`config.mk`:
```
export PLATFORM = sky130hd
export DESIGN_NAME = hse_sorter
export DESIGN_NICKNAME = d
export VERILOG_FILES = /design/src/hw/rtl/hse_pkg.sv /design/src/hw/rtl/hse_sorter.sv
export SDC_FILE = /design/constraint.sdc
export NUM_CORES = 1
export LEC_CHECK = 0
export BUFFER_PORTS_ARGS = -buffer_cell sky130_fd_sc_hd__buf_2
export CAP_MARGIN = 25
export CORE_MARGIN = 2
export CORE_UTILIZATION = 36
export DETAILED_ROUTE_END_ITERATION = 7
export GPL_TIMING_DRIVEN = 0
export SLEW_MARGIN = 20
export SYNTH_ARGS = -nofsm -noshare
export SYNTH_HDL_FRONTEND = slang
export SYNTH_SLANG_ARGS = --single-unit
export TNS_END_PERCENT = 30
```
`constraint.sdc`:
```
create_clock -name clock -period 6.15 [get_ports clock]
set_clock_uncertainty 0.05 [all_clocks]
set_input_delay 0.9225 -clock clock [delete_from_list [all_inputs] [get_ports clock]]
set_output_delay 0.9225 -clock clock [all_outputs]
set_load 0.01 [all_outputs]
```
`src/hw/rtl/hse_pkg.sv`:
```
package hse_pkg;

   // Function codes carried on the request channel.
   localparam logic FUNC_LOAD  = 1'b0;
   localparam logic FUNC_FETCH = 1'b1;

   // Status reported by the sort sequencer to the front end.
   typedef struct packed {
      logic busy;
      logic done;
   } sort_stat_type;

endpackage

```
`src/hw/rtl/hse_sorter.sv`:
```
module hse_sorter #(
   parameter int DATA_WIDTH = 32,
   parameter int AW         = 10,
   parameter int CW         = 11
) (
   input  logic                     clock,
   input  logic                     reset,
   input  logic                     start,
   input  logic [CW-1:0]            count,
   output hse_pkg::sort_stat_type   stat,
   output logic                     wr_en,
   output logic [AW-1:0]            wr_addr,
   output logic [DATA_WIDTH-1:0]    wr_data,
   output logic [AW-1:0]            rd_addr,
   input  logic [DATA_WIDTH-1:0]    rd_data
);
   import hse_pkg::*;

   localparam int LW = AW + 2;

   typedef enum logic [3:0] {
      S_IDLE, S_BLD_RD, S_BLD_LD, S_CHK, S_RC, S_DEC, S_EX_R0, S_EX_RK, S_EX_WR
   } state_type;

   state_type             state_ff, state_in;
   logic                  extract_ff, extract_in;
   logic                  done_ff, done_in;
   logic [CW-1:0]         n_ff, n_in;
   logic [CW-1:0]         k_ff, k_in;
   logic [CW-1:0]         size_ff, size_in;
   logic [AW-1:0]         node_ff, node_in;
   logic [DATA_WIDTH-1:0] hold_ff, hold_in;
   logic [DATA_WIDTH-1:0] lv_ff, lv_in;

   logic [LW-1:0]         lc, rc, size_ext;
   logic                  lc_ok, rc_ok;
   logic [CW-1:0]         km1;
   logic                  pick_left, pick_right, moved;
   logic [DATA_WIDTH-1:0] cand, child_val;
   logic [AW-1:0]         child_idx;

   assign lc       = {1'b0, node_ff, 1'b1};
   assign rc       = lc + LW'(1);
   assign size_ext = LW'(size_ff);
   assign lc_ok    = lc < size_ext;
   assign rc_ok    = rc < size_ext;
   assign km1      = k_ff - CW'(1);

   // Pick the smallest of parent, left and right; ties keep the earlier one.
   assign pick_left  = $signed(lv_ff) < $signed(hold_ff);
   assign cand       = pick_left ? lv_ff : hold_ff;
   assign pick_right = rc_ok && ($signed(rd_data) < $signed(cand));
   assign moved      = pick_left || pick_right;
   assign child_val  = pick_right ? rd_data : lv_ff;
   assign child_idx  = pick_right ? rc[AW-1:0] : lc[AW-1:0];

   always_comb begin
      state_in   = state_ff;
      extract_in = extract_ff;
      done_in    = 1'b0;
      n_in       = n_ff;
      k_in       = k_ff;
      size_in    = size_ff;
      node_in    = node_ff;
      hold_in    = hold_ff;
      lv_in      = lv_ff;
      wr_en      = 1'b0;
      wr_addr    = node_ff;
      wr_data    = hold_ff;
      rd_addr    = '0;
      case (state_ff)
         S_IDLE: begin
            if (start) begin
               n_in       = count;
               k_in       = count >> 1;
               extract_in = 1'b0;
               state_in   = S_BLD_RD;
            end
         end
         S_BLD_RD: begin
            rd_addr  = km1[AW-1:0];
            node_in  = km1[AW-1:0];
            size_in  = n_ff;
            state_in = S_BLD_LD;
         end
         S_BLD_LD: begin
            hold_in  = rd_data;
            state_in = S_CHK;
         end
         S_EX_R0: begin
            rd_addr  = '0;
            state_in = S_EX_RK;
         end
         S_EX_RK: begin
            rd_addr  = k_ff[AW-1:0];
            lv_in    = rd_data;
            state_in = S_EX_WR;
         end
         S_EX_WR: begin
            // Move the root to the end of the heap, sift the old tail from the root.
            hold_in  = rd_data;
            wr_en    = 1'b1;
            wr_addr  = k_ff[AW-1:0];
            wr_data  = lv_ff;
            node_in  = '0;
            size_in  = k_ff;
            state_in = S_CHK;
         end
         S_RC: begin
            rd_addr  = rc_ok ? rc[AW-1:0] : lc[AW-1:0];
            lv_in    = rd_data;
            state_in = S_DEC;
         end
         S_CHK, S_DEC: begin
            if (state_ff == S_CHK && lc_ok) begin
               rd_addr  = lc[AW-1:0];
               state_in = S_RC;
            end else if (state_ff == S_DEC && moved) begin
               wr_en    = 1'b1;
               wr_data  = child_val;
               node_in  = child_idx;
               state_in = S_CHK;
            end else begin
               // Sift ends here: park the held value and pick the next heap step.
               wr_en = 1'b1;
               if (!extract_ff) begin
                  if (k_ff == CW'(1)) begin
                     extract_in = 1'b1;
                     k_in       = n_ff - CW'(1);
                     state_in   = S_EX_R0;
                  end else begin
                     k_in     = km1;
                     state_in = S_BLD_RD;
                  end
               end else begin
                  if (k_ff == CW'(1)) begin
                     done_in  = 1'b1;
                     state_in = S_IDLE;
                  end else begin
                     k_in     = km1;
                     state_in = S_EX_R0;
                  end
               end
            end
         end
         default: state_in = S_IDLE;
      endcase
   end

   always_ff @(posedge clock) begin
      if (reset) begin
         state_ff   <= S_IDLE;
         extract_ff <= 1'b0;
         done_ff    <= 1'b0;
      end else begin
         state_ff   <= state_in;
         extract_ff <= extract_in;
         done_ff    <= done_in;
      end
      n_ff    <= n_in;
      k_ff    <= k_in;
      size_ff <= size_in;
      node_ff <= node_in;
      hold_ff <= hold_in;
      lv_ff   <= lv_in;
   end

   assign stat.busy = (state_ff != S_IDLE) || done_ff;
   assign stat.done = done_ff;

endmodule

```
==> flow_summary.ini, run 1 <==
[critical_path]
crit_slowest_cell = edfxtp_1
cpPeakStageDelay_ps = 450
critPathKind = flip-flop to output pin
crit_path_end_kind = output pin
r2r_start = lv_ff[31]
crit_buf_inv = 5
crit_top_cell = buf_12
crit_required_ps = 5180
critPathMaxFanout = 10
rrSetupSlack_ps = 360
start_kind = flip-flop
crit_family = compound AO/OA/AOI/OAI gates
setup.worst_path.start = lv_ff[31]
worstPathArrival_ps = 5590
crit_path_cell_trace = ha_4, nand4_1, nor4_4, o2111ai_2, o22ai_2, nor2_2, mux2_4, buf_12, mux2i_1, ha_1, a21o_1, a211oi_2, o21ai_2, a211oi_4, o211a_1, o21ai_4, a21oi_4, buf_12, o31ai_4, buf_12, buf_6, a221o_1, buf_2

[clock_network]
cts.sinks = 113
clk_pin_slew_ps = 60
root_buffer = clkbuf_16
cts_tree = done
htree_levels = 4
cts_buffer_depth = 2
cts_buffers = 17
insertion_delay_ps = 420

[synth]
synth_most_common_cell = edfxtp_1
synth_cell_type_count = 66
avgSynthCellArea_um2 = 10.1
synth_area_leaders = edfxtp_1, ha_1, a221o_1
synthFlopType = edfxtp_1
ys_ff_latch = 113
syn_inst = 819
ys_seq_area_frac = 0.404
yosysTopAreaCell = edfxtp_1
synth_common_cells = edfxtp_1, ha_1, nand2_1
synth_edf_count = 107
synth_top_area_frac = 0.389
netlist_area_um2 = 8260
yosys_warnings = 0
syn_nets = 953
async_flop_share = 0

[power_and_ir_drop]
power_density_nw_per_um2 = 254
leakagePower_nw = 4.51
irDropWorstVdd_mv = 0.170

[timing]
fmax_ghz = 0.152
rsz0062_at_grt = true
fin_setup_tns_ps = -11700
slew_violations = 0
timing.final.ws_setup_ps = -412
maxSlewHeadroom = 0.490
post-route-period-util = 1.07
setup_viol = 32
period_needed_ps = 6560
finalHoldViolCount = 0
tightest_slew_ps = 758

[global_routing]
grt_max_degree = 21
grt-busiest-layer = met2
grtUsageMet1 = 0.274
grt_antenna_before_repair = 0
grt_usage = 0.198
met2_usage = 0.314
grt.overflow.total = 0
use_met3 = 0.0340
grt_pass1_vias = 6625
grt_pass1_wl_mm = 36.7

[run_status]
failed_checks = setup timing
status = finished, violations left

[placed_design]
dp_slack_ps = -1020
dp_hpwl_mm = 17.8
gp_congestion = 0.905
place_area_um2 = 9190
portBuffers = 100

[die]
start_util = 0.366
fp.coreArea_um2 = 22600
die_h_um = 155
num_rows = 55
pin_count = 101
die_w_um = 155
die_area_um2 = 24200

[final_layout]
nNetsFinal = 1108
design_area_um2 = 10200
n_fill_cell = 2157
synthToLayoutAreaGrowth_pct = 24.0
num_antenna_cells = 0
drive_above_1_share = 0.225

[job]
maxCapViolCount = 0

[detailed_routing]
drcViolationCount = 0
wl_per_cell_um = 18.9
dr.pass1.iters = 5
vias = 7019
drt_wl_total_mm = 24.1
viasPerCell = 5.52
ant_nets = 0
drt_iter0_markers = 518

[min_path]
hold_path.startpoint = extract_ff
hold_path_class = flip-flop to flip-flop
-- cell type report --
type / count / area, um^2 / share of cell area
inverter: 63 / 236 / 0.0231
sequential: 113 / 3330 / 0.325
clock buffer: 18 / 429 / 0.0419
multi-input combinational: 605 / 4650 / 0.454
timing repair buffer: 137 / 850 / 0.0829
buffer: 37 / 265 / 0.0259
tap: 285 / 357 / 0.0348
clock inverter: 14 / 119 / 0.0116
-- per-stage QoR --
stage	utilization	cells	hold WS [ps]	total power, W
finish	0.454	1272	494	0.00261
global route	0.454	1272	548	0.00273
CTS	0.447	1262	488	0.00259
detailed placement	0.407	1209	476	0.00162
global placement	0.404	1204	474	0.00161
floorplan	-	819	426	0.00140
-- registers in the layout (all words and copies together) (netlist names) --
signal / flops
extract_ff: 1
lv_ff: 32
k_ff: 11
state_ff: 4
done_ff: 1
node_ff: 10
hold_ff: 32
n_ff: 11
size_ff: 11
-- routing by layer --
metal / share of wire / wire length (um)
met5: 0 / 0
met1: 0.47 / 11300
met4: 0.023 / 547
met2: 0.45 / 10900
met3: 0.056 / 1350
-- power by group --
part | leakage, nW | total, W | switching, W | internal (W)
clock | 0.259 | 0.000923 | 0.000372 | 0.000551
combinational | 3.21 | 0.000707 | 0.000409 | 0.000298
sequential | 1.04 | 0.000976 | 0.0000534 | 0.000922
total | 4.51 | 0.00261 | 0.000835 | 0.00177
-- layout by cell type, fill, tap and decap left out, types with 8 or more instances in the layout --
| cell type | synthesis | final |
|---|---|---|
| o22ai_1 | 10 | 10 |
| o21ai_0 | 55 | 53 |
| nor2_1 | 36 | 35 |
| buf_12 | 0 | 8 |
| nand3_1 | 12 | 12 |
| buf_4 | 2 | 32 |
| a21o_1 | 9 | 9 |
| inv_1 | 62 | 62 |
| xnor2_1 | 21 | 21 |
| and3_1 | 37 | 37 |
| nand2_1 | 81 | 81 |
| nor3_1 | 21 | 18 |
| xor2_1 | 13 | 13 |
| a211oi_1 | 18 | 14 |
| o21a_1 | 8 | 8 |
| clkbuf_16 | 0 | 17 |
| buf_2 | 4 | 101 |
| nand4_1 | 9 | 9 |
| edfxtp_1 | 107 | 107 |
| mux2i_1 | 33 | 31 |
| ha_1 | 88 | 85 |
| clkbuf_1 | 25 | 23 |
| a221o_1 | 33 | 33 |
| a21oi_1 | 30 | 26 |
-- tightest hold or removal path, cell delays in order, from the launching register on --
cell      delay, ps
dfxtp_1         330
nand2b_1        110
nor4b_1          60
-- timing repair --
item,in CTS,in global routing
pin swaps,20,23
buffers inserted,19,12
gates resized for setup,36,17
cloned,2,0
hold buffers,0,0
endpoints found under the setup margin,54,42
-- path summary, 6_finish.rpt --
kind	depth (start not counted)	to
setup / recovery	23	wr_data[5]
hold / removal	2	done_ff
setup reg to reg	21	node_ff[6]
hold reg to reg	2	done_ff
-- kinds of logic (layout without fill, tap and decap cells) --
kind of cell	after synthesis	in the layout	synth area share
muxes	35	35	0.0427
DFF	113	113	0.404
xor gates and xnor gates	34	34	0.0361
AOI/OAI and AO/OA	210	210	0.184
and+or+nand+nor	238	238	0.146
buffers and inverters	101	269	0.0538
adders and majority gates	88	88	0.133
Note: power is estimated with default switching activity, not from simulation.
==> run 2, diff against run 1 <==
--- a/config.mk
+++ b/config.mk
@@ -5,9 +5,10 @@
 export SDC_FILE = /design/constraint.sdc
 export NUM_CORES = 1
 export LEC_CHECK = 0
+export ABC_AREA = 1
 export BUFFER_PORTS_ARGS = -buffer_cell sky130_fd_sc_hd__buf_2
 export CAP_MARGIN = 25
-export CORE_MARGIN = 2
+export CORE_MARGIN = 10
 export CORE_UTILIZATION = 36
 export DETAILED_ROUTE_END_ITERATION = 7
 export GPL_TIMING_DRIVEN = 0
==> constraint.sdc (replaced) <==
create_clock -name clock -period 7.7 [get_ports clock]
set_clock_uncertainty 0.05 [all_clocks]
set_input_delay 1.155 -clock clock [delete_from_list [all_inputs] [get_ports clock]]
set_output_delay 1.155 -clock clock [all_outputs]
set_load 0.01 [all_outputs]
==> flow_summary.ini, run 2 <==
[final_layout]
design_area_um2 = 10400
top_regs = hold_ff: 32 flops, lv_ff: 32 flops
nNetsFinal = 1379
synthToLayoutAreaGrowth_pct = 18.4
num_antenna_cells = 0
fin_util = 0.431
mostFrequentLayoutCells = nand2_1, inv_1, edfxtp_1, buf_2
multiInputGateArea_um2 = 4660
n_fill_cell = 2387
drive_above_1_share = 0.165
layout_commonest_cell = nand2_1
seq_area_um2 = 3330

[critical_path]
critPathKind = flip-flop to output pin
crit_top_cell = nand2_1
crit_buf_inv = 5
crit_slowest_cell = clkbuf_1
reg2reg_depth = 27
crit_family = simple AND/OR/NAND/NOR gates
regToRegEndpoint = k_ff[8]
rrSetupSlack_ps = 1600
worstPathArrival_ps = 6080
crit_required_ps = 6490
r2r_start = hold_ff[5]
crit_path_end_kind = output pin
start_kind = flip-flop
critPathMaxFanout = 10
cpPeakStageDelay_ps = 470

[synth]
ys_ff_latch = 113
syn_inst = 1123
yosysTopAreaCell = edfxtp_1
synthXorXnorAreaFrac = 0.0209
synth_top_family_by_area = simple AND/OR/NAND/NOR gates
synth_cell_type_count = 44
synthFlopType = edfxtp_1
ys_seq_area_frac = 0.379
avgSynthCellArea_um2 = 7.83
netlist_area_um2 = 8800
synth-compound-area-share = 0.151
synthMuxAreaShare = 0
synth_area_leaders = edfxtp_1, nand2_1, ha_1
yosys_warnings = 0
synthAdderAreaFrac = 0.125
async_flop_share = 0
syn_nets = 1257
synth-simple-area-share = 0.233
synth_top_area_frac = 0.365
synth_common_cells = nand2_1, inv_1, edfxtp_1
synth_most_common_cell = nand2_1
synth_edf_count = 107

[timing]
post-route-period-util = 0.946
finalHoldViolCount = 0
rsz0062_at_grt = false
fmax_ghz = 0.137
period_needed_ps = 7280
fin_setup_tns_ps = 0
maxSlewHeadroom = 0.451
tightest_slew_ps = 823
setup_viol = 0
slew_violations = 0

[clock_network]
cts_tree = done
cts_resized = 0
cts_setup_buffers = 0
cts_buffers = 17
cts.sinks = 113
insertion_delay_ps = 420
htree_levels = 4
root_buffer = clkbuf_16
clk_pin_slew_ps = 60
cts_buffer_depth = 2
postCtsHoldBufs = 0

[die]
die_h_um = 176
pin_count = 101
fp.coreArea_um2 = 24200
die_area_um2 = 31100
num_rows = 57
die_w_um = 176
start_util = 0.364

[placed_design]
portBuffers = 100
place_area_um2 = 9750
gp_congestion = 0.912
dp_hpwl_mm = 20.9

[power_and_ir_drop]
power_density_nw_per_um2 = 219
irDropWorstVdd_mv = 0.167
leakagePower_nw = 4.82

[min_path]
hold_path_end = done_ff
whs_path_depth = 2
hold_path_class = flip-flop to flip-flop
hold_path.startpoint = extract_ff

[detailed_routing]
ant_nets = 0
drt_wl_total_mm = 27.7
wl_per_cell_um = 17.5
drt_iter0_markers = 637
viasPerCell = 5.15
dr.pass1.iters = 5
drcViolationCount = 0
vias = 8144

[global_routing]
grt_antenna_before_repair = 0
grt_usage = 0.179
grt.overflow.total = 0
grt_pass1_vias = 8032
grt_max_degree = 23
grt_pass1_wl_mm = 43.9

[run_status]
status = completed

[job]
maxCapViolCount = 0
==> run 2: cell types whose count changed after synthesis, sizes merged, moves of 19 or more <==
| cell | change |
|---|---|
| nand2 | +232 |
| inv | +91 |
| nand3 | +77 |
| o21ai | +70 |
| and3 | -37 |
| a21oi | +33 |
| a221o | -33 |
| mux2i | -33 |
| xnor2 | -19 |
==> run 2: worst min-delay path: stages (launching register included) <==
cell and delay (ps):
dfxtp_1 350, nand3_1 90, nor3_1 50
==> run 2: metal layers <==
layer  GRT usage  routed length, um  share of wire
met2       0.297              13000           0.47
met1       0.232              12600           0.45
met3      0.0316               1730          0.062
met4      0.0544                399          0.014
met5           0                  0              0
==> run 2: power breakdown <==
part           switching (W)  internal (W)
sequential         0.0000324      0.000733
combinational       0.000407      0.000216
clock               0.000314      0.000578
==> run 2: how the worst max path moves through the flow <==
stage / from / endpoint / slack [ps] / cells after the start
2_1_floorplan: lv_ff[31] / wr_data[0] / 2450 / 30
3_3_place_gp: lv_ff[5] / wr_data[2] / 1010 / 30
3_5_place_dp: hold_ff[5] / wr_data[2] / 960 / 30
4_1_cts: hold_ff[5] / wr_data[2] / 460 / 30
5_1_grt: hold_ff[5] / wr_data[2] / 20 / 30
6_report: hold_ff[5] / wr_data[2] / 420 / 30
==> run 2: metrics by stage <==
step                cells  total power, W  worst slack, ps  hold WS [ps]
floorplan            1123         0.00118             2450           438
global placement     1547         0.00138             1010           465
detailed placement   1549         0.00140              963           468
CTS                  1581         0.00229              458           483
global route         1582         0.00240             24.8           504
finish               1582         0.00228              416           484
==> run 2: layout make-up <==
cell class                 count  area share
clock buffer                  17      0.0409
buffer                        39      0.0219
tap                          324      0.0389
clock inverter                15      0.0222
sequential                   113       0.320
timing repair buffer         103      0.0526
inverter                     154      0.0555
multi-input combinational    817       0.448
==> run 2: cells by family after synthesis <==
logic type	count (synthesis)
AO/OA/AOI/OAI	224
XOR/XNOR	21
adder cells (fa/ha/maj)	88
buffers and inverters	193
flip-flops	113
AND/OR/NAND/NOR	484
==> run 3, diff against run 2 <==
==> constraint.sdc (replaced) <==
create_clock -name clock -period 6.1 [get_ports clock]
set_clock_uncertainty 0.05 [all_clocks]
set_input_delay 0.915 -clock clock [delete_from_list [all_inputs] [get_ports clock]]
set_output_delay 0.915 -clock clock [all_outputs]
set_load 0.01 [all_outputs]
==> flow_summary.ini, run 3 (synthesized netlist as in run 2, its figures left out) <==
[min_path]
hold_path.startpoint = extract_ff
whs_path_depth = 2
hold_path_end = done_ff
hold_path_class = flip-flop to flip-flop

[clock_network]
root_buffer = clkbuf_16
cts.sinks = 113
postCtsHoldBufs = 0
htree_levels = 4
clk_pin_slew_ps = 60
insertion_delay_ps = 430
cts_buffer_depth = 2
cts_tree = done
cts_buffers = 17

[global_routing]
grt_pass1_vias = 8073
grt_antenna_before_repair = 0
grt_pass1_wl_mm = 43.9
grt_max_degree = 23
grt_usage = 0.179
grt.overflow.total = 0

[critical_path]
critPathMaxFanout = 10
crit_path_end_kind = output pin
cpPeakStageDelay_ps = 450
crit_required_ps = 5130
crit_buf_inv = 5
crit_slowest_cell = edfxtp_1
worstPathArrival_ps = 4930
r2r_start = lv_ff[11]
crit_top_cell = nand2_2
start_kind = flip-flop
crit_family = compound AO/OA/AOI/OAI gates
reg2reg_depth = 24
regToRegEndpoint = k_ff[8]
critPathKind = flip-flop to output pin
rrSetupSlack_ps = 1240

[job]
maxCapViolCount = 0

[power_and_ir_drop]
switchingPower_w = 0.000984
swShare = 0.332
leakagePower_nw = 5.13
combPwrFrac = 0.294
seq_power_share = 0.326
power.internal_w = 0.00198
p_clk_frac = 0.380
irDropWorstVdd_mv = 0.216
power_density_nw_per_um2 = 267

[timing]
tightest_slew_ps = 977
setup_viol = 0
finalHoldViolCount = 0
fmax_ghz = 0.170
post-route-period-util = 0.967
maxSlewHeadroom = 0.344
fin_setup_tns_ps = 0
slew_violations = 0
period_needed_ps = 5900
holdWs_ps = 491

[placed_design]
portBuffers = 100
dp_hpwl_mm = 20.9
gp_congestion = 0.912

[die]
num_rows = 57
die_h_um = 176
die_w_um = 176
fp.coreArea_um2 = 24200
pin_count = 101
die_area_um2 = 31100
start_util = 0.364

[detailed_routing]
viasPerCell = 5.21
dr.pass1.iters = 6
drt_iter0_markers = 650
vias = 8398
drcViolationCount = 0
ant_nets = 0
wl_per_cell_um = 17.9
drt_wl_total_mm = 28.8

[final_layout]
n_fill_cell = 2314
seq_area_um2 = 3330
top_regs = hold_ff: 32 flops, lv_ff: 32 flops
synthToLayoutAreaGrowth_pct = 26.1
nNetsFinal = 1408
num_antenna_cells = 0
mostFrequentLayoutCells = nand2_1, inv_1, edfxtp_1, buf_2, ha_1
drive_above_1_share = 0.218
multiInputGateArea_um2 = 4870
layout_commonest_cell = nand2_1

[run_status]
status = completed
[run 3: cell count changes in the layout (fill, tap and decap cells not counted), moves of 7 or more]
cell | previous run | this run
nand3_1 | 88 | 78
buf_4 | 5 | 24
nand3_2 | 1 | 11
inv_2 | 2 | 9
inv_1 | 152 | 145
[run 3: worst max-delay path by stage]
stage	slack, ps	to	depth (start not counted)	start
after detailed placement	-400	wr_data[2]	30	hold_ff[5]
after floorplan	1090	wr_data[0]	30	lv_ff[31]
after global placement	-350	wr_data[2]	30	lv_ff[5]
after CTS	4	wr_data[31]	31	hold_ff[5]
final	200	wr_data[0]	28	lv_ff[11]
after global routing	-60	wr_data[0]	32	lv_ff[11]
[run 3: repair_timing]
item                                    CTS  global route
hold endpoints to repair                  0             0
cloned                                    1             6
pin swaps                                 1            16
endpoints found under the setup margin   32            32
setup buffers                             2            20
gates resized for setup                  29            67
[run 3: final cells by class]
| class | count | share of cell area |
|---|---|---|
| buffer | 39 | 0.0314 |
| clock buffer | 17 | 0.0384 |
| clock inverter | 15 | 0.0209 |
| inverter | 154 | 0.0521 |
| multi-input combinational | 817 | 0.439 |
| sequential | 113 | 0.301 |
| tap | 324 | 0.0365 |
| timing repair buffer | 132 | 0.0812 |
[run 3: power groups by stage]
stage / Combinational [W] / Sequential, W / Clock (W)
final: 0.000874 / 0.000966 / 0.00113
after global routing: 0.000968 / 0.000974 / 0.00117
after CTS: 0.000794 / 0.000965 / 0.00114
after detailed placement: 0.000780 / 0.000981 / 0
after global placement: 0.000765 / 0.000981 / 0
after floorplan: 0.000525 / 0.000970 / 0
[run 3: stage by stage]
stage	area [um^2]	worst slack [ps]	std cells	util	power (W)
3_3_place_gp	9700	-347	1547	0.401	0.00175
4_1_cts	10500	3.51	1584	0.436	0.00290
5_1_grt	11100	-58.1	1611	0.459	0.00311
3_5_place_dp	9750	-397	1549	0.403	0.00176
2_1_floorplan	8800	1090	1123	-	0.00149
6_report	11100	202	1611	0.459	0.00297
[run 3: per-layer routing]
layer	vias to the layer above	track usage	part of all wire
li1	4106	-	-
met1	3893	0.233	0.44
met2	353	0.295	0.47
met3	46	0.0359	0.069
met4	0	0.0519	0.020
met5	-	0	0
[run 3: worst register-to-register path: cells and delay by family, from the launching register on]
| kind | cells | cell delay, ps |
|---|---|---|
| AOI/OAI and AO/OA | 9 | 1860 |
| and+or+nand+nor | 10 | 1020 |
| adders and majority gates | 2 | 590 |
| buffers and inverters | 3 | 510 |
| DFF | 1 | 450 |
